$ cat src/design/pcr_pkg.sv
package pcr_pkg;

    localparam int COORD_W   = 32;
    localparam int RADIUS_W  = 31;
    localparam int DIFF_W    = 33;
    localparam int SQ_W      = 66;
    localparam int PROD_W    = 64;
    localparam int DEF_MAX_CHORDS = 63;
    localparam logic [RADIUS_W-1:0] RADIUS_RESET = 31'd65536;
    localparam logic [2:0] ADDR_RADIUS = 3'd0;

    typedef struct packed {
        logic                      fin;
        logic signed [COORD_W-1:0] y;
        logic signed [COORD_W-1:0] x;
    } vertex_t;

    typedef struct packed {
        logic    valid;
        vertex_t data;
    } vq_out_t;

    typedef enum logic [3:0] {
        ST_IDLE,
        ST_SQX,
        ST_SQY,
        ST_SQRT,
        ST_CHECK,
        ST_MRX,
        ST_MRY,
        ST_DIV,
        ST_MOVE,
        ST_CLOSE,
        ST_RD,
        ST_OUT
    } state_t;

endpackage

$ cat src/design/pcr_vertex_fifo.sv
module pcr_vertex_fifo (
    input  logic             clk,
    input  logic             rst_n,
    input  logic             in_valid,
    output logic             in_ready,
    input  pcr_pkg::vertex_t in_data,
    output pcr_pkg::vq_out_t q,
    input  logic             pop
);

    pcr_pkg::vertex_t ent_reg [2];
    logic       wr_ptr_reg, rd_ptr_reg;
    logic [1:0] cnt_reg;
    logic       push, do_pop;

    assign in_ready = (cnt_reg != 2'd2);
    assign push     = in_valid && in_ready;
    assign do_pop   = pop && (cnt_reg != 2'd0);
    assign q.valid  = (cnt_reg != 2'd0);
    assign q.data   = ent_reg[rd_ptr_reg];

    always_ff @(posedge clk or negedge rst_n)
    begin
        if (!rst_n)
        begin
            wr_ptr_reg <= 1'b0;
            rd_ptr_reg <= 1'b0;
            cnt_reg    <= 2'd0;
        end
        else
        begin
            if (push)
                wr_ptr_reg <= ~wr_ptr_reg;
            if (do_pop)
                rd_ptr_reg <= ~rd_ptr_reg;
            if (push && !do_pop)
                cnt_reg <= cnt_reg + 2'd1;
            else if (do_pop && !push)
                cnt_reg <= cnt_reg - 2'd1;
        end
    end

    always_ff @(posedge clk)
    begin
        if (push)
            ent_reg[wr_ptr_reg] <= in_data;
    end

endmodule

$ cat config.mk
export PLATFORM = sky130hd
export DESIGN_NAME = pcr_vertex_fifo
export DESIGN_NICKNAME = d
export VERILOG_FILES = /design/src/design/pcr_pkg.sv /design/src/design/pcr_vertex_fifo.sv
export SDC_FILE = /design/constraint.sdc
export NUM_CORES = 1
export LEC_CHECK = 0
export BUFFER_PORTS_ARGS = -buffer_cell sky130_fd_sc_hd__buf_2
export CORE_MARGIN = 8
export CORE_UTILIZATION = 50
export CTS_CLUSTER_SIZE = 24
export DETAILED_ROUTE_END_ITERATION = 10
export GPL_TIMING_DRIVEN = 0
export MAX_ROUTING_LAYER = met4
export PLACE_DENSITY = 0.77
export SYNTH_ARGS = -nofsm -noshare
export SYNTH_HDL_FRONTEND = slang
export SYNTH_SLANG_ARGS = --single-unit
$ cat constraint.sdc
create_clock -name clk -period 4.8 [get_ports clk]
set_input_delay 0 -clock clk [delete_from_list [all_inputs] [get_ports clk]]
set_output_delay 0 -clock clk [all_outputs]
set_load 0.02 [all_outputs]
# == Word-level counts from Yosys, hierarchy flattened ==
# Memory sizes are Yosys's and may differ from the RTL's.
# Cells that the tools add are included.
# classes
eq_ne,1
add_sub_neg,2
reduce_logical,8
bitwise,2
n_mux,4
# ops
operator,count
1-bit logical AND,4
2-bit two-way mux,2
2-bit nonzero test,2
2-bit by 1-bit adder with 2-bit output (second input constant),1
1-bit zero test,2
1-bit two-way mux,2
2-bit inequality test (second input constant),1
1-bit NOT,2
2-bit by 1-bit subtractor with 2-bit output (second input constant),1
# word_totals
mem_bits_rw,130
memories,1
reg_bits,4
wordCells,21
inputBits,69
# mem_list
memory,words,word_bits,read_ports,rd_clocked_by_memory_dff,wr,line,source
ent_reg,2,65,1,0,1,pcr_vertex_fifo.sv:11,pcr_pkg::vertex_t ent_reg [2];

# == Depth between registers and ports, before layout ==
# depth
word_depth,6
ltp_mapped,7
ltp_nobuf,7

# == Worst setup path after synthesis ==
# OpenSTA, ideal clock, no wires.
# synth_timing
path_kind,register -> register
from,register cnt_reg[0]
to,"memory ent_reg[0][0] in the netlist's numbering, enable pin"
setup_slack_ps,795
n_path_buf,0
stages_incl_launch_ff,4
setup_time_ps,488
arrival_time_ps,3516
required_time_ps,4312
cell_sequence,dfrtp_1 nand2b_1 nand2_1 nor2_1
# synth_between
elab_chain_cells,4
# synth_rtl
element,line,source
start: declaration,pcr_vertex_fifo.sv:13,logic [1:0] cnt_reg;
start signal: assignment,pcr_vertex_fifo.sv:37,cnt_reg <= cnt_reg + 2'd1;
start signal: assignment,pcr_vertex_fifo.sv:39,cnt_reg <= cnt_reg - 2'd1;
2-bit inequality test,pcr_vertex_fifo.sv:16,assign in_ready = (cnt_reg != 2'd2);
named net in_ready,pcr_vertex_fifo.sv:5,"output logic in_ready,"
1-bit logical AND,pcr_vertex_fifo.sv:17,assign push = in_valid && in_ready;
1-bit two-way mux,pcr_vertex_fifo.sv:45,if (push)
1-bit two-way mux (implied by the code),pcr_vertex_fifo.sv:46,ent_reg[wr_ptr_reg] <= in_data;
end: declaration,pcr_vertex_fifo.sv:11,
# The timed path passes the listed nets, and every way through them passes these cells.

# == Worst setup path after layout ==
# layout_timing
from,register cnt_reg[0]
to,"memory ent_reg[1][17] in the netlist's numbering, enable pin"
# layout_between
elab_chain_cells,4
# layout_rtl
element,line
2-bit inequality test,pcr_vertex_fifo.sv:16
1-bit logical AND,pcr_vertex_fifo.sv:17
1-bit two-way mux,pcr_vertex_fifo.sv:45
1-bit two-way mux (implied by the code),pcr_vertex_fifo.sv:46
# No other way between the ends.

==> flow_summary.toml <==
[finish]
final_util = 0.734
finalNetCount = 515
regArea_mm2 = 0.00400
largest_register_ffs = 130
stdcell_count = 591
final_area_mm2 = 0.00718
n_antenna_cell = 0
drive_above_1_share = 0.520
syn_to_final_growth_pct = 42.2
multi_input_area_um2 = 985
layout_commonest_cell = "buf_2"
num-fill-cells = 606
final_cell_mix = "buf_2 (137), edfxtp_1 (130), dlygate4sd3_1 (69)"

[place]
io_buffers = 135
place_hpwl_mm = 6.17
place_congestion = 0.671
place_area_mm2 = 0.00595
place_inst = 490

[clock_network]
clkTransAtPathRegs_ns = 0.05
cts_htree_levels = 4
hold_buffers = 69
cts_tree = "built"
root_buffer = "clkbuf_8"
clk_latency_ns = 0.51
cts_resized = 0
cts.path.max_buffers = 2
cts_setup_buffers = 0
cts-buffers-inserted = 17
clock_sinks = 134

[global_route]
grt_pass1_vias = 3158
grt_overflow = 0
grt_max_degree = 66
grt_usage = 0.158
grt_first_pass_wirelength_mm = 15.3
antenna_found_initial = 0

[setup_path]
reg2reg_from = "cnt_reg[0]$_DFFE_PN0P_"
critPathMaxStageDelay_ns = 0.79
endpoint_kind = "flip-flop"
r2r_cells = 2
cp-start-kind = "flip-flop"
r2r_end = "ent_reg[1][17]$_DFFE_PP_"
crit_type = "reg2reg"
worstPathCellList = "nand2b_1 > and3_4"
crit_buf_inv = 0
required_ns = 4.94
path_delay_family = "simple AND/OR/NAND/NOR gates"
worstPathMaxFanout = 65
r2r_slack_ns = 3.03
slowest_stage = "and3_4"
critPathArrivalTime_ns = 1.91
crit_start = "cnt_reg[0]$_DFFE_PN0P_"

[timing]
skew_ns = 0.00748
fin_crit_ns = 1.77
hold_viol = 0
fin_crit_sh = 0.369
fmax_mhz = 564
drv_slew = 0
tightest_slew_ns = 0.876
finalSetupViolations = 0
maxSlewHeadroom = 0.416
rsz0062_at_grt = "no"

[die]
start_util = 0.516
ios = 136
rows = 36
core_mm2 = 0.00977
die_w_um = 116
die_y_um = 116
die_area_mm2 = 0.0136

[pwr]
cellPowerDensity_mw_per_mm2 = 607
p_total_uw = 4360
irDropWorstVdd_uv = 331
total_leakage_power_uw = 0.00287

[hold_path]
hold_path_class = "in2reg"
holdPathStages = 2
hold_end = "ent_reg[0][18]$_DFFE_PP_"
hold_start = "in_data[18]"

[yosys]
syn_area_mm2 = 0.00505
ys_warn_count = 0
synth.yosys.seq_area_share = 0.793
syn_inst = 220
synth_cell_types = 15
syn_nets = 290
yosys_register_bits = 134
avgSynthCellArea_um2 = 22.9

[run]
max_cap_viol_count = 0

[route]
vias_per_cell = 4.76
drcViolationCount = 0
wl_met1_mm = 4.02
drtIter0Drc = 118
drt-total-wl_mm = 9.87
vias = 2813
post_drt_wl_per_cell_um = 16.7
ant_nets = 0
wl_met3_um = 623
wl_met2_mm = 5.04
firstDrtPassIters = 5
dr.max_layer_used = "met4"

[outcome]
status = "finished clean"
## synth_stat cells
master,count,area [um2]
dfrtp_1,4,100
xor2_1,2,17.5
inv_1,1,3.75
edfxtp_1,130,3900
mux2_4,40,601
or2_2,1,6.26
nand2_1,2,7.51
buf_6,5,56.3
mux2_2,25,282
nor2_1,2,7.51
ha_1,1,12.5
nand2b_1,1,6.26
and3_1,1,6.26
xnor2_1,3,26.3
buf_2,2,10.0
## area by class of cell
class                      instances  share of cell area
sequential                       134               0.558
buffer                             7             0.00924
inverter                           1            0.000523
clock inverter                    12              0.0155
tap                              133              0.0232
timing repair buffer             206               0.197
multi-input combinational         78               0.137
clock buffer                      20              0.0593
## through the flow
stage	TNS, ns	setup slack, ns	hold WS, ns
final	0	3.03	0.206
after global routing	0	2.90	0.198
after CTS	0	2.99	0.172
after detailed placement	0	3.01	-0.191
after global placement	-32.87	-0.509	-0.190
after floorplan	0	0.795	-0.296
## power by group
group          internal, uW  total (uW)  switching [uW]
clock                   726        1160             432
sequential             1600        1680            74.3
combinational           679        1520             842
total                  3010        4360            1350
## logic make-up (layout without fill, tap and decap cells)
family        Yosys count  count (layout)  synth area share
simple gates            7               7           0.00670
flops                 134             134             0.793
mux                    65              65             0.175
xor+xnor                5               5           0.00868
buf+inv                 8             246            0.0139
fa+ha+maj               1               1           0.00248
## worst max path at each step
stage	to	slack (ns)	depth (start not counted)
after detailed placement	ent_reg[1][9]$_DFFE_PP_	3.01	2
after CTS	ent_reg[1][17]$_DFFE_PP_	2.99	2
after global routing	ent_reg[1][39]$_DFFE_PP_	2.90	2
final	ent_reg[1][17]$_DFFE_PP_	3.03	2
after global placement	ent_reg[0][61]$_DFFE_PP_	-0.51	3
after floorplan	ent_reg[0][0]$_DFFE_PP_	0.80	3
## routing by layer
layer  global-route usage  vias to the layer above
met1                0.167                     1365
met4               0.0830                        0
met2                0.267                      110
li1                     -                     1323
met3               0.0429                       15
met5                    -                        -
(Power assumes the default switching activity.)
