<file path="src/design/pcr_pkg.sv">
package pcr_pkg;

    localparam int COORD_W   = 32;
    localparam int RADIUS_W  = 31;
    localparam int DIFF_W    = 33;
    localparam int SQ_W      = 66;
    localparam int PROD_W    = 64;
    localparam int DEF_MAX_CHORDS = 63;
    localparam logic [RADIUS_W-1:0] RADIUS_RESET = 31'd65536;
    localparam logic [2:0] ADDR_RADIUS = 3'd0;

    typedef struct packed {
        logic                      fin;
        logic signed [COORD_W-1:0] y;
        logic signed [COORD_W-1:0] x;
    } vertex_t;

    typedef struct packed {
        logic    valid;
        vertex_t data;
    } vq_out_t;

    typedef enum logic [3:0] {
        ST_IDLE,
        ST_SQX,
        ST_SQY,
        ST_SQRT,
        ST_CHECK,
        ST_MRX,
        ST_MRY,
        ST_DIV,
        ST_MOVE,
        ST_CLOSE,
        ST_RD,
        ST_OUT
    } state_t;

endpackage

</file>
<file path="src/design/pcr_div.sv">
module pcr_div (
    input  logic                        clk,
    input  logic                        rst_n,
    input  logic                        start,
    input  logic [pcr_pkg::PROD_W-1:0]  dividend,
    input  logic [pcr_pkg::DIFF_W-1:0]  divisor,
    output logic [pcr_pkg::COORD_W-1:0] quotient,
    output logic                        done
);

    logic [pcr_pkg::PROD_W-1:0] dvd_reg;
    logic [pcr_pkg::DIFF_W-1:0] dsr_reg, rem_reg;
    logic [5:0]                 cnt_reg;
    logic                       busy_reg, done_reg;
    logic [pcr_pkg::DIFF_W:0]   rem_sh, rem_sub;
    logic                       qbit;

    // restoring divide, quotient bits shift in where dividend bits leave
    assign rem_sh   = {rem_reg, dvd_reg[pcr_pkg::PROD_W-1]};
    assign rem_sub  = rem_sh - {1'b0, dsr_reg};
    assign qbit     = (rem_sh >= {1'b0, dsr_reg});
    assign quotient = dvd_reg[pcr_pkg::COORD_W-1:0];
    assign done     = done_reg;

    always_ff @(posedge clk or negedge rst_n)
    begin
        if (!rst_n)
        begin
            busy_reg <= 1'b0;
            done_reg <= 1'b0;
            cnt_reg  <= 6'd0;
            dvd_reg  <= '0;
            dsr_reg  <= '0;
            rem_reg  <= '0;
        end
        else
        begin
            done_reg <= 1'b0;
            if (start)
            begin
                busy_reg <= 1'b1;
                cnt_reg  <= 6'(pcr_pkg::PROD_W - 1);
                dvd_reg  <= dividend;
                dsr_reg  <= divisor;
                rem_reg  <= '0;
            end
            else if (busy_reg)
            begin
                dvd_reg <= {dvd_reg[pcr_pkg::PROD_W-2:0], qbit};
                rem_reg <= qbit ? rem_sub[pcr_pkg::DIFF_W-1:0] : rem_sh[pcr_pkg::DIFF_W-1:0];
                if (cnt_reg == 6'd0)
                begin
                    busy_reg <= 1'b0;
                    done_reg <= 1'b1;
                end
                else
                    cnt_reg <= cnt_reg - 6'd1;
            end
        end
    end

endmodule
</file>
<file path="config.mk">
export PLATFORM = sky130hd
export DESIGN_NAME = pcr_div
export DESIGN_NICKNAME = d
export VERILOG_FILES = /design/src/design/pcr_pkg.sv /design/src/design/pcr_div.sv
export SDC_FILE = /design/constraint.sdc
export NUM_CORES = 1
export LEC_CHECK = 0
export ABC_AREA = 1
export BUFFER_PORTS_ARGS = -buffer_cell sky130_fd_sc_hd__buf_2
export CAP_MARGIN = 10
export CORE_MARGIN = 2
export CORE_UTILIZATION = 56
export CTS_CLUSTER_DIAMETER = 150
export CTS_CLUSTER_SIZE = 40
export DETAILED_ROUTE_END_ITERATION = 16
export PLACE_DENSITY_LB_ADDON = 0.25
export SETUP_SLACK_MARGIN = 0.05
export SLEW_MARGIN = 20
export SYNTH_ARGS = -nofsm -noshare
export SYNTH_HDL_FRONTEND = slang
export SYNTH_SLANG_ARGS = --single-unit
</file>
<file path="constraint.sdc">
create_clock -name clk -period 4.4 [get_ports clk]
set_input_delay 0.88 -clock clk [delete_from_list [all_inputs] [get_ports clk]]
set_output_delay 0.88 -clock clk [all_outputs]
set_load 0.02 [all_outputs]
</file>
; ---- Yosys cells after proc, flatten, opt, wreduce, memory -nomap -nowiden
; Cells that the tools add are included.
[totals]
ff_bits = 138
in_bits = 100
[op_classes]
order_cmp = 1
muxes = 14
add_sub_neg = 2
n_eq_ne = 1
reduce_logical = 3
[ops]
columns = op, count
row1 = 64-bit two-way mux, 2
row2 = 33-bit two-way mux, 3
row3 = 34-bit by 33-bit >= comparator with 1-bit output, 1
row4 = 33-bit subtractor, 1
row5 = 6-bit two-way mux, 3
row6 = 6-bit zero test, 1
row7 = 1-bit two-way mux, 6
row8 = 6-bit by 1-bit subtractor with 6-bit output (second input constant), 1
row9 = 2-bit inequality test (second input constant), 1
row10 = 2-bit AND reduction, 1
row11 = 2-bit nonzero test, 1

; ---- Longest topological paths before layout
[depth]
ltp_word = 4
ltp_mapped = 16
mapped_depth_nobuf = 16

; ---- Least setup slack after synthesis
; Ideal clock, no wire load.
[synth_timing]
kind = in2reg
startpoint = in start
endpoint = reg cnt_reg[1]
slack_ns = 2.399
setup_ns = 0.139
stages = 5
t_arrival_ns = 1.863
required_ns = 4.261
path_cell_list = buf_2 -> nor2_1 -> clkbuf_1 -> buf_1 -> a32oi_1
[synth_via]
elab_chain_len = 2
[synth_rtl]
columns = element, line
row1 = "start, declared", pcr_div.sv:4  ; input logic start,
row2 = 2-bit inequality test (no source line) / 2-bit nonzero test (equally long branches), n/a
row3 = 2-bit AND reduction (no source line), n/a
row4 = "end signal, assigned", pcr_div.sv:42  ; cnt_reg <= 6'(pcr_pkg::PROD_W - 1);
row5 = "end signal, assigned", pcr_div.sv:57  ; cnt_reg <= cnt_reg - 6'd1;
row6 = "end, declared", pcr_div.sv:13  ; logic [5:0] cnt_reg;
; Several ways; a longest one is shown, not always the timed one.
; A chain may end at the register's enable or synchronous reset.

; ---- Worst setup path in the final report
[layout_timing]
startpoint = reg rem_reg[20] in the netlist's numbering
endpoint = reg rem_reg[28] in the netlist's numbering
[layout_via]
elab_chain_len = 4
[layout_rtl]
columns = element, line
row1 = "start, declared", pcr_div.sv:12  ; logic [pcr_pkg::DIFF_W-1:0] dsr_reg, rem_reg;
row2 = "start signal, assigned", pcr_div.sv:50  ; rem_reg <= qbit ? rem_sub[pcr_pkg::DIFF_W-1:0] : rem_sh[pcr_pkg::DIFF_W-1:0];
row3 = 33-bit subtractor / 34-bit by 33-bit >= comparator with 1-bit output (equally long branches), "pcr_div.sv:20, pcr_div.sv:21"
row4 = 33-bit two-way mux *, pcr_div.sv:50
row5 = 33-bit two-way mux *, pcr_div.sv:47  ; else if (busy_reg)
row6 = 33-bit two-way mux *, pcr_div.sv:39  ; if (start)
; Every way passes the cells marked *; elsewhere a longest branch is shown, timed or not. The select of a mux whose other input is x is not followed.

==> flow_summary.yaml <==
synth:
  synth_area_per_cell_um2: 7.17
  synthTopCellsByArea: "dfrtp_1 39%, nand2_1 17%, inv_1 10%, o221ai_1 5.9%, ha_1 4.9%"
  ys_warn_count: 0
  synth_area_um2: 8880
  synth.ff_latch_count: 138
  async_flop_share_pct: 100
  synth_edf_count: 0
  yosysMostFrequentCell: "nand2_1"
  synth_top_area_share_pct: 38.9
  netlist_instances: 1239
  synth-seq-area-share_pct: 38.9
  synth_cell_types: 39
  yosys-top-cells-count: "401 x nand2_1, 239 x inv_1, 138 x dfrtp_1"
  syn_nets: 1375
  synthFlopType: "dfrtp_1"
  synth_top_cell_by_area: "dfrtp_1"
worst_setup_path:
  critPathTopFamily: "simple AND/OR/NAND/NOR gates"
  critPathMaxStageDelay_ns: 0.38
  path_class: "reg -> reg"
  worst_setup_path_end_kind: "flip-flop"
  crit_path_start_kind: "flip-flop"
  cp_data_arrival_time_ns: 2.95
  crit_buf_inv: 0
  slowest_stage: "dfrtp_1"
  path_max_fanout: 34
  worst_path_most_repeated_cell: "nand2_1"
  crit_required_ns: 4.72
  cp_cell_sequence: "ha_1 -> a21oi_1 -> nand2_1 -> nand2_1 -> nand2_1 -> nand2_1 -> nand3_2 -> nor2_8 -> nand2_8 -> nand2_2 -> nand2_1 -> nand2_1 -> nand2_1"
finish:
  diodes: 0
  area_growth_pct: 13.0
  fin_nets: 1460
  seq_area_um2: 3450
  multi_input_area_um2: 4080
  largest_reg_flops: 64
  final_layout_size_suffix_gt1_share_pct: 14.8
  finish.utilization_pct: 63.9
  finalNonFillerCells: 1553
  n_fill_cell: 1448
clock_network:
  holdBufCountCts: 0
  ctsResizeCount: 0
  clock_latency_ns: 0.43
  cts_root_buffer: "clkbuf_16"
  cts_setup_buffers: 0
  cts_tree: "yes"
  numCtsBuffers: 17
  cts.clk_slew.worst_paths_ns: 0.06
  max-clock-path-buffers: 2
  cts.sinks: 138
  htreeDepth: 4
sta:
  slew_viol_final: 0
  clock.fmax_ghz: 0.380
  relSlewSlack_pct: 39.4
  worst_pin_slew_ns: 0.910
  fin_skew_ns: 0.00791
  setup_tns_ns: 0
  finalCriticalPeriod_ns: 2.63
  hold_viol: 0
  rsz0062_at_grt: "no"
  period_share_pct: 59.8
  setup_viol_count_final: 0
global_route:
  overflow: 0
  antenna_found_initial: 0
  grt_usage_pct: 26.0
  grt_pass1_wl_um: 34800
  grt_pass1_vias: 7383
  grt_max_degree: 104
power:
  p_leak_uw: 0.00556
  power_density_nw_per_um2: 553
  ir_drop_mv: 0.289
die:
  io_pins: 133
  core_area_um2: 15700
  fp.dieH_um: 130
  die-width_um: 130
  initial_core_util_pct: 56.5
  fp-row-count: 46
  die-area_um2: 16900
drt:
  post_drt_wl_per_cell_um: 13.4
  vias_per_cell: 5.07
  drt_iter0_markers: 456
  wl_um: 20900
  drc_errors: 0
  antenna_left: 0
  num_vias: 7878
  firstDrtPassIters: 5
placement:
  dp_hpwl_um: 15200
  dp.cells: 1521
  place_congestion: 0.946
  io_buffer_count: 132
hold_path:
  hold_class: "reg -> reg"
flow_run:
  drv_cap: 0
run_status:
  outcome: "finished, final reports clean"
[metrics by stage]
| stage | hold slack, ns | cell area [um^2] | worst slack (ns) | power [uW] |
|---|---|---|---|---|
| final | 0.492 | 10000 | 1.77 | 5550 |
| after global routing | 0.537 | 10000 | 1.56 | 5990 |
| after CTS | 0.494 | 10000 | 1.77 | 5560 |
| after detailed placement | 0.480 | 9440 | 1.60 | 4090 |
| after global placement | 0.467 | 9440 | 1.64 | 4060 |
| after floorplan | 0.446 | 8880 | 2.40 | 3590 |
[kinds of logic (layout without fill, tap and decap cells)]
kind of cell	Yosys count	in the layout	share of synthesized area [%]
flops	138	138	38.9
xor+xnor	15	15	1.48
buf+inv	315	413	15.1
fa+ha+maj	36	36	5.16
simple gates	584	584	27.9
compound gates	151	151	11.4
[power by group]
| part | switching [uW] | total, uW | internal [uW] |
|---|---|---|---|
| clock network | 623 | 1440 | 818 |
| logic | 1650 | 2530 | 875 |
| registers | 108 | 1580 | 1470 |
| total | 2380 | 5550 | 3160 |
[path summary, 6_finish.rpt]
path	endpoint	cells after the start	slack, ns	startpoint
min in group asynchronous	rem_reg[7]	1	0.55	rst_n
worst min register to register	cnt_reg[2]	2	0.49	cnt_reg[2]
max in group asynchronous	rem_reg[25]	2	2.99	rst_n
worst max-delay path	rem_reg[28]	13	1.77	rem_reg[20]
worst max register to register	rem_reg[28]	13	1.77	rem_reg[20]
worst min-delay path	cnt_reg[2]	2	0.49	cnt_reg[2]
[cell type report]
class	instances	share of cell area [%]
Multi-Input combinational cell	786	40.7
Sequential cell	138	34.4
Inverter	242	9.05
Timing Repair Buffer	139	7.20
Clock buffer	18	4.38
Tap cell	216	2.69
Clock inverter	14	1.56
[placed cells by master, fill, tap and decap left out, types with 9 or more instances in the layout]
cell type  count
a21oi_1       20
buf_2        130
clkbuf_16     17
dfrtp_1      138
ha_1          35
inv_1        239
nand2_1      401
nand3_1       85
nand4_1        9
nor2_1        50
o21ai_0       47
o21ai_1       13
o221ai_1      60
xnor2_1       14
[routing by layer]
metal	part of all wire, %	global-route usage (%)	routed length (um)
met5	0	0	0
met3	5.4	6.44	1130
met4	1.9	7.40	391
met1	46	34.5	9650
met2	46	42.5	9690
[worst reg2reg max path: stages (launching register included)]
cell	delay, ns
dfrtp_1	0.38
ha_1	0.33
a21oi_1	0.25
nand2_1	0.12
nand2_1	0.07
nand2_1	0.07
nand2_1	0.08
nand3_2	0.11
nor2_8	0.37
nand2_8	0.29
nand2_2	0.25
nand2_1	0.09
nand2_1	0.07
nand2_1	0.05
Note: power is estimated with default switching activity, not from simulation.
