`src/design/pcr_pkg.sv`:
```
package pcr_pkg;

    localparam int COORD_W   = 32;
    localparam int RADIUS_W  = 31;
    localparam int DIFF_W    = 33;
    localparam int SQ_W      = 66;
    localparam int PROD_W    = 64;
    localparam int DEF_MAX_CHORDS = 63;
    localparam logic [RADIUS_W-1:0] RADIUS_RESET = 31'd65536;
    localparam logic [2:0] ADDR_RADIUS = 3'd0;

    typedef struct packed {
        logic                      fin;
        logic signed [COORD_W-1:0] y;
        logic signed [COORD_W-1:0] x;
    } vertex_t;

    typedef struct packed {
        logic    valid;
        vertex_t data;
    } vq_out_t;

    typedef enum logic [3:0] {
        ST_IDLE,
        ST_SQX,
        ST_SQY,
        ST_SQRT,
        ST_CHECK,
        ST_MRX,
        ST_MRY,
        ST_DIV,
        ST_MOVE,
        ST_CLOSE,
        ST_RD,
        ST_OUT
    } state_t;

endpackage

```
`src/design/pcr_sqrt.sv`:
```
module pcr_sqrt (
    input  logic                        clk,
    input  logic                        rst_n,
    input  logic                        start,
    input  logic [pcr_pkg::SQ_W-1:0]    radicand,
    output logic [pcr_pkg::DIFF_W-1:0]  root,
    output logic                        done
);

    logic [pcr_pkg::SQ_W-1:0]   rad_reg;
    logic [35:0]                rem_reg;
    logic [pcr_pkg::DIFF_W-1:0] root_reg;
    logic [5:0]                 cnt_reg;
    logic                       busy_reg, done_reg;
    logic [35:0]                rem_sh, trial;

    // one result bit per cycle, 33 steps
    assign rem_sh = {rem_reg[33:0], rad_reg[pcr_pkg::SQ_W-1 -: 2]};
    assign trial  = {1'b0, root_reg, 2'b01};
    assign root   = root_reg;
    assign done   = done_reg;

    always_ff @(posedge clk or negedge rst_n)
    begin
        if (!rst_n)
        begin
            busy_reg <= 1'b0;
            done_reg <= 1'b0;
            cnt_reg  <= 6'd0;
            rad_reg  <= '0;
            rem_reg  <= '0;
            root_reg <= '0;
        end
        else
        begin
            done_reg <= 1'b0;
            if (start)
            begin
                busy_reg <= 1'b1;
                cnt_reg  <= 6'(pcr_pkg::DIFF_W - 1);
                rad_reg  <= radicand;
                rem_reg  <= '0;
                root_reg <= '0;
            end
            else if (busy_reg)
            begin
                rad_reg <= {rad_reg[pcr_pkg::SQ_W-3:0], 2'b00};
                if (rem_sh >= trial)
                begin
                    rem_reg  <= rem_sh - trial;
                    root_reg <= {root_reg[pcr_pkg::DIFF_W-2:0], 1'b1};
                end
                else
                begin
                    rem_reg  <= rem_sh;
                    root_reg <= {root_reg[pcr_pkg::DIFF_W-2:0], 1'b0};
                end
                if (cnt_reg == 6'd0)
                begin
                    busy_reg <= 1'b0;
                    done_reg <= 1'b1;
                end
                else
                    cnt_reg <= cnt_reg - 6'd1;
            end
        end
    end

endmodule

```
`config.mk`:
```
export PLATFORM = sky130hd
export DESIGN_NAME = pcr_sqrt
export DESIGN_NICKNAME = d
export VERILOG_FILES = /design/src/design/pcr_pkg.sv /design/src/design/pcr_sqrt.sv
export SDC_FILE = /design/constraint.sdc
export NUM_CORES = 1
export LEC_CHECK = 0
export ABC_AREA = 0
export BUFFER_PORTS_ARGS = -buffer_cell sky130_fd_sc_hd__buf_2
export CAP_MARGIN = 20
export CORE_MARGIN = 4
export CORE_UTILIZATION = 25
export CTS_CLUSTER_SIZE = 10
export DETAILED_ROUTE_END_ITERATION = 7
export PLACE_DENSITY = 0.51
export SYNTH_ARGS = -nofsm -noshare
export SYNTH_HDL_FRONTEND = slang
export SYNTH_SLANG_ARGS = --single-unit
```
`constraint.sdc`:
```
create_clock -name clk -period 5 [get_ports clk]
set_clock_uncertainty 0.15 [all_clocks]
set_input_delay 1 -clock clk [delete_from_list [all_inputs] [get_ports clk]]
set_output_delay 1 -clock clk [all_outputs]
set_load 0.03 [all_outputs]
```
# Word level (Yosys, flattened, before mapping)
# Cells that the tools add are included.
# op_classes
n_div,0
bitwise_logic,0
muxes,17
eq_ne,1
n_addsub,2
n_shift,0
multipliers,0
reduce_logical,3
order_cmp,1
# op_table
op,n
two-way mux 66 bit,2
two-way mux 34 bit,3
two-way mux 33 bit,2
greater-or-equal comparator 36 x 35 -> 1 bit,1
subtractor 34 bit,1
two-way mux 6 bit,3
two-way mux 1 bit,7
logical NOT 6 bit,1
subtractor 6 x 1 -> 6 bit (second input constant),1
inequality test 2 bit (second input constant),1
AND reduction 2 bit,1
nonzero test 2 bit,1
# totals
romBits,0
latchBits,0
in_bits,69
mem_bits_rw,0
word_cells,30
reg_bits,141
output_inout_bits,34
n_memories,0

# Depth between registers and ports, before layout
# Gate-level depths: netlist of run 1.
# logic_depth
depth_word,4
ltp_mapped,13
ltp_nobuf,10

# Least setup slack after synthesis of run 1
# OpenSTA, ideal clock, no wires.
# synth_path
path_type,register -> register
start,"register root_reg, in the netlist root[7]"
end,register rem_reg[16]
stages_incl_launch_ff,13
required_time_ns,4.756
setup_time_ns,0.094
arrival_time_ns,2.900
path_buffers,2
period_less_slack_ns,3.144
path_slack_ns,1.856
cell_sequence,dfrtp_1 -> inv_1 -> ha_1 -> buf_6 -> a21o_1 -> a31oi_4 -> o211ai_2 -> a221o_2 -> a211o_4 -> and2_4 -> buf_4 -> mux2i_1 -> a211oi_1
# synth_via
elab_chain_cells,4
elab_cells_between_ends,5
classes_between,add/sub: 1; order compare: 1; mux: 3
# synth_lines
element,line_no,rtl
start: declaration,pcr_sqrt.sv:12,logic [pcr_pkg::DIFF_W-1:0] root_reg;
start signal: assignment,pcr_sqrt.sv:51,"root_reg <= {root_reg[pcr_pkg::DIFF_W-2:0], 1'b1};"
start signal: assignment,pcr_sqrt.sv:56,"root_reg <= {root_reg[pcr_pkg::DIFF_W-2:0], 1'b0};"
subtractor 34 bit / greater-or-equal comparator 36 x 35 -> 1 bit (equally long branches),"pcr_sqrt.sv:50, pcr_sqrt.sv:48",
two-way mux 34 bit (*),pcr_sqrt.sv:48,if (rem_sh >= trial)
two-way mux 34 bit (*),pcr_sqrt.sv:45,else if (busy_reg)
two-way mux 34 bit (*),pcr_sqrt.sv:37,if (start)
end signal: assignment,pcr_sqrt.sv:50,rem_reg <= rem_sh - trial;
end signal: assignment,pcr_sqrt.sv:55,rem_reg <= rem_sh;
end: declaration,pcr_sqrt.sv:11,logic [35:0] rem_reg;
# Mark *: on every way between the ends. The rest lies on a longest branch, timed or not. The select of a mux whose other input is x is not followed.
# A chain may end at the register's enable or synchronous reset.

# Worst setup path in the final report of run 1
# layout_path
start,"register root_reg, in the netlist root[3]"
end,register rem_reg[31]
# Same word-level chain as after synthesis.

==> results of run 1 <==
==> worst max-delay path, cell delays in order (launching register included) <==
cell and delay (ns):
dfrtp_1 0.38, inv_1 0.06, ha_1 0.38, o211a_1 0.22, o31ai_4 0.09, a31oi_2 0.36
a221o_2 0.30, a211o_4 0.16, nand2_2 0.32, or4_1 0.62, a311oi_1 0.27
==> routing by layer <==
layer | vias to the layer above | global-route usage [%]
met2 | 120 | 18.1
met5 | - | 0
met4 | 8 | 3.02
met1 | 3177 | 16.7
li1 | 3418 | -
met3 | 25 | 4.13
==> Yosys cell counts, types with 3 or more instances <==
master,number,area (um2)
o21ai_1,6,30.0
o21a_1,3,22.5
nor3b_1,4,30.0
buf_2,5,25.0
ha_1,37,463
clkbuf_1,43,161
o21bai_1,3,22.5
a31oi_1,9,56.3
a41oi_1,3,26.3
o211ai_1,5,37.5
nand3_1,10,50.1
o22ai_1,3,18.8
a21oi_1,38,190
o221ai_1,3,26.3
nor3_1,11,55.1
a21o_1,14,105
xnor2_1,22,193
nand4_1,9,56.3
o21ai_0,87,435
buf_4,4,30.0
dfrtp_1,141,3530
a311oi_1,14,123
xor2_1,12,105
and3_1,4,25.0
or3_1,4,25.0
buf_1,4,15.0
nor2_1,89,334
inv_1,46,173
nand2_1,124,465
and4_1,4,35.0
mux2i_1,110,1100
a211oi_1,16,120
buf_6,3,33.8
==> kinds of logic (layout without fill, tap and decap cells) <==
kind of cell | Yosys count | in the layout
AND/OR/NAND/NOR | 275 | 275
buffers and inverters | 106 | 189
other | 0 | 1
flip-flops | 141 | 141
multiplexers | 110 | 110
XOR/XNOR | 34 | 34
AO/OA/AOI/OAI | 225 | 225
adder cells (fa/ha/maj) | 37 | 37
==> worst paths after layout <==
kind / startpoint / to / slack [ns] / cells past startpoint
min reg2reg: cnt_reg[5] / cnt_reg[5] / 0.36 / 2
min in group asynchronous: rst_n / rad_reg[10] / 0.50 / 1
min: cnt_reg[5] / cnt_reg[5] / 0.36 / 2
max reg2reg: root[3] / rem_reg[31] / 1.58 / 10
max in group asynchronous: rst_n / rem_reg[11] / 3.29 / 2
max: root[3] / rem_reg[31] / 1.58 / 10
==> metrics by stage <==
step	cell area [um2]	setup WS, ns	power, mW	cells
after floorplan	8470	1.86	3.81	928
after global placement	9360	1.65	4.36	1427
after detailed placement	9360	1.56	4.37	1427
after CTS	9950	1.54	5.71	1459
after global routing	9950	1.33	6.08	1459
final	9950	1.58	5.63	1460
==> power by group through the flow <==
stage               clock [mW]  sequential (mW)  combinational (mW)
detailed placement           0             1.54                2.84
global placement             0             1.53                2.82
finish                    1.29             1.51                2.83
CTS                       1.33             1.52                2.86
global route              1.38             1.55                3.16
floorplan                    0             1.47                2.34
==> area by class of cell <==
type | count | area, um2
Timing Repair Buffer | 110 | 583
Sequential cell | 141 | 3530
Multi-Input combinational cell | 681 | 4500
Inverter | 47 | 176
Antenna cell | 1 | 2.50
Clock buffer | 17 | 425
Fill cell | 3531 | 23500
Clock inverter | 15 | 169
Tap cell | 448 | 561
==> metrics.md, run 1 <==
| Metric | Value |
|---|---|
| Synth Area in Adders | `about 5.5%` |
| Fin crit share | `68.4%` |
| Post-synthesis cell area | `8470 um2` |
| Wire per inst | `14.8 um` |
| Clock slew at reported path FFs | `about 0.070 ns` |
| Compound-cell area share of the yosys netlist | `17.1%` |
| Post-synthesis mux area share | `13.0%` |
| Starting DRT DRC Count | `around 330` |
| WL final | `~22000 um` |
| Critical Path AT | `3.61 ns` |
| Finish-stage setup viols | `0` |
| Num rows | `67` |
| Via count | `~6700` |
| WP data required | `5.19 ns` |
| Commonest non-fill, non-tap cells in the layout | `140 x dfrtp_1, 124 x nand2_1, 110 x mux2i_1` |
| Clock Tree Buf Depth | `2` |
| Simple-gate portion of the synthesized area | `about 14%` |
| Clock latency on the worst-skew pair | `0.44 ns` |
| Drt first pass iters | `4` |
| Nets@finish | `approximately 1100` |
| Yosys warning count | `0` |
| Number of port buffers | `102` |
| Class of the worst hold path | `reg2reg` |
| Relative slew slack | `38.0%` |
| Max reg flops | `between 60 and 70` |
| Die Y | `192 um` |
| Area grow syn2layout | `17.5%` |
| Unrepaired setup endpoints after global routing | `false` |
| Final Hold Fails | `0` |
| Switching Fraction | `42.8%` |
| Synth Area in XOR/XNOR | `around 3.5%` |
| CTS Root Cell | `clkbuf_16` |
| Layout cells sized above 1 | `15.6%` |
| PwrDens | `565 nW/um2` |
| Comb pwr share | `between 50% and 60%` |
| Clock network fraction of total power | `22.8%` |
| Synth Flop Type | `dfrtp_1` |
| Crit-path max FO | `23` |
| Post-route antenna net violation count | `0` |
| Worst ir drop on vdd | `346 uV` |
| Initial antenna violation count | `4` |
| DRC | `0` |
| Status | `finished, final reports clean` |
| Met1 WL | `10800 um` |
| DR top layer | `met5` |
| Critical path class | `reg2reg` |
| First-pass GRT wire length | `35600 um` |
| Post-DP HPWL | `roughly 15000 um` |
| Crit. End Element | `flop` |
| Largest family of logic cells by synthesized area | `compound AO/OA/AOI/OAI gates` |
| Pleak | `5.12 nW` |
| Total track usage | `between 10 and 15%` |
| Async S/R FF share, synth | `100%` |
| Routed vias/inst | `4.62` |
| WHS | `0.364 ns` |
| Setup TNS Final | `0 ns` |
| Core ar. | `33400 um2` |
| Net Sw Power | `2.41 mW` |
| Die width | `192 um` |
| Count of different cell masters after synthesis | `63` |
| H-Tree Depth | `4` |
| Starting density of the core | `25.3%` |
| Inserted Clock Buffers | `17` |
| Largest net degree at the start of global routing | `93` |
| Cell-internal power | `3.22 mW` |
| Mapped Cells | `between 900 and 1000` |
| Flop pwr share | `26.9%` |
| Wire length on met3 | `1260 um` |
| RePlAce Congestion | `0.843` |
| Max cap viols | `0` |
| Tmin final | `3.42 ns` |
| Most common cell after layout, fill and taps aside | `dfrtp_1` |
| Post-synth EDFFs | `0` |
| Final slew viol count | `0` |
| Critical Path Start Type | `flop` |
| F_max | `293 MHz` |
| Mean Syn Cell Area | `9.13 um2` |
| Hold bufs inserted after CTS | `0` |
| PostCTS Resize Cnt | `0` |
| Die area | `36900 um2` |
| Clk sinks | `141` |
| Register area share after synthesis | `a little over two fifths` |
| Clock tree from TritonCTS | `built` |
| Least-Margin Pin Slew | `0.930 ns` |
| Number of global-route vias before repair | `~7000` |
| # Post-CTS Setup Buffers | `0` |
| Layout Utilization | `between 20% and 30%` |
| Io pins | `~100` |
| Gr ovfl total | `0` |
| Synth Register Bits | `between 100 and 150` |
| Post-Syn Nets | `around 1000` |
| Met2 Wirelength | `9380 um` |
(Power assumes the default switching activity.)
==> run 2: changes to the inputs <==
- clock period: 5 -> 3.6 ns (I/O delays scaled with it)
==> run 2 against run 1 <==
  * Register-to-register slack got worse by 1.3 ns
  * Clock power rose by 47%
  * Total power rose by 42%
  * Final cell count rose by 0.27%
  * Maximum frequency rose by 2.5%
  * Combinational power rose by 42%
  * Routed wire length rose by 1.4%
  * Sequential share of layout area fell by 0.37 points
  * Critical endpoint unchanged
==> metrics.md, run 2 (synthesis results as in run 1) <==
| Metric | Value |
|---|---|
| Status | `finished, final reports clean` |
| CP cell instances | `inv_1, ha_1, a21oi_1, nand2_1, a21oi_1, a2bb2oi_1, nand2_1, mux2i_1, or4_1, a311oi_1` |
| Layout cells sized above 1 | `16.0%` |
| Starting DRT DRC Count | `426` |
| # Post-CTS Setup Buffers | `0` |
| Comb pwr share | `50.2%` |
| Fillers | `3566` |
| Clock tree from TritonCTS | `built` |
| F_max | `between 200 and 300 MHz` |
| Die area | `36900 um2` |
| Io pins | `roughly 100` |
| DRC | `0` |
| Inserted Clock Buffers | `17` |
| Worst ir drop on vdd | `432 uV` |
| Number of global-route vias before repair | `6864` |
| Least-Margin Pin Slew | `0.685 ns` |
| Pleak | `around 5.2 nW` |
| Finish-stage setup viols | `0` |
| Post-route antenna net violation count | `0` |
| Max cap viols | `0` |
| Max reg flops | `66` |
| Core ar. | `33400 um2` |
| Drt first pass iters | `7` |
| Unrepaired setup endpoints after global routing | `false` |
| Routed vias/inst | `4.66` |
| WP data required | `3.78 ns` |
| Clk sinks | `around 140` |
| Clock latency on the worst-skew pair | `0.44 ns` |
| Net Sw Power | `between 3 and 4 mW` |
| CTS Root Cell | `clkbuf_16` |
| Largest net degree at the start of global routing | `around 140` |
| Relative slew slack | `54.4%` |
| Overall Power | `8.01 mW` |
| Clock slew at reported path FFs | `0.07 ns` |
| Critical Path Start Type | `flop` |
| Total track usage | `12.2%` |
| Initial antenna violation count | `3` |
| Crit. End Element | `flop` |
| Placement-stage cell area | `9430 um2` |
| Class of the worst hold path | `in2async` |
| Area grow syn2layout | `18.7%` |
| Crit-path slowest cell | `or4_1` |
| Nets@finish | `1109` |
| Wire per inst | `15.0 um` |
| Starting density of the core | `about a quarter` |
| H-Tree Depth | `4` |
| Ant diodes | `0` |
| Setup TNS Final | `0 ns` |
| Fin crit share | `92.7%` |
| Final slew viol count | `0` |
| Crit-path max cell delay | `0.50 ns` |
| Commonest non-fill, non-tap cells in the layout | `140 x dfrtp_1, 124 x nand2_1, 110 x mux2i_1` |
| Most common cell after layout, fill and taps aside | `dfrtp_1` |
| Via count | `6824` |
| Switching Fraction | `a little over two fifths` |
| Post-DP HPWL | `15300 um` |
| Critical Path AT | `3.52 ns` |
| Layout Utilization | `30.1%` |
| Number of port buffers | `approximately 100` |
| RePlAce Congestion | `0.860` |
| Crit-path max FO | `8` |
| Clock network fraction of total power | `23.8%` |
| WL final | `22000 um` |
| PwrDens | `797 nW/um2` |
| Buf+Inv Stages, Crit Path | `1` |
| WHS | `0.133 ns` |
| Clock Tree Buf Depth | `2` |
| Tmin final | `about 3.3 ns` |
| Cell-internal power | `~4.6 mW` |
| Gr ovfl total | `0` |
| Flop pwr share | `26.1%` |
| Die Y | `slightly below 200 um` |
| Post-route cell area | `10100 um2` |
| CP delay by family, top | `compound AO/OA/AOI/OAI gates` |
| Num rows | `67` |
| Final Hold Fails | `0` |
| Critical path class | `reg2reg` |
| Die width | `192 um` |
| First-pass GRT wire length | `36300 um` |
-- run 2: path summary, 6_finish.rpt --
kind	startpoint	endpoint	slack, ns	cells after the start
max in group asynchronous	rst_n	rad_reg[0]	2.42	2
max reg2reg	root[13]	rem_reg[31]	0.26	10
min	rst_n	rad_reg[20]	0.13	1
min reg2reg	cnt_reg[5]	cnt_reg[5]	0.38	2
min in group clk	radicand[43]	rad_reg[43]	0.33	3
max	root[13]	rem_reg[31]	0.26	10
-- run 2: power groups by stage --
stage                     logic, mW  clock network, mW  registers, mW
final                          4.02               1.90           2.09
after global routing           4.49               2.03           2.13
after detailed placement       4.00                  0           2.12
after global placement         3.99                  0           2.12
after floorplan                3.25                  0           2.04
after CTS                      4.03               1.98           2.09
-- run 2: cell type report --
class	instances	area (um2)	area share (%)
multi-input cells	681	4510	44.8
clock buffers	17	425	4.23
well taps	448	561	5.57
clock inverters	15	195	1.94
inverters	47	176	1.75
flip-flops and latches	141	3530	35.1
repair buffers	115	658	6.54
-- run 2: routing by layer --
layer | part of all wire [%] | routed length [um] | global-route usage (%) | vias up
met3 | 5.1 | 1110 | 3.60 | 25
met5 | 0.15 | 33 | 0 | -
li1 | - | - | - | 3420
met4 | 1.1 | 236 | 3.51 | 6
met2 | 44 | 9680 | 18.4 | 133
met1 | 50 | 10900 | 17.0 | 3240
-- run 2: what timing repair did --
action                                  CTS  global route
hold buffers                              0             0
gates resized for setup                   0             1
endpoints found under the setup margin    0             2
-- run 2: per-stage QoR --
step,std cells,setup slack (ns)
3_3_place_gp,1432,0.294
5_1_grt,1464,0.0612
2_1_floorplan,928,0.456
3_5_place_dp,1432,0.211
4_1_cts,1464,0.145
6_report,1464,0.264
-- run 2: worst reg2reg max path: cells and delay by family (launching register included) --
kind	cells	cell delay (ns)
compound gates	4	1.30
simple gates	3	0.79
fa+ha+maj	1	0.40
buf+inv	1	0.06
mux	1	0.15
flops	1	0.39
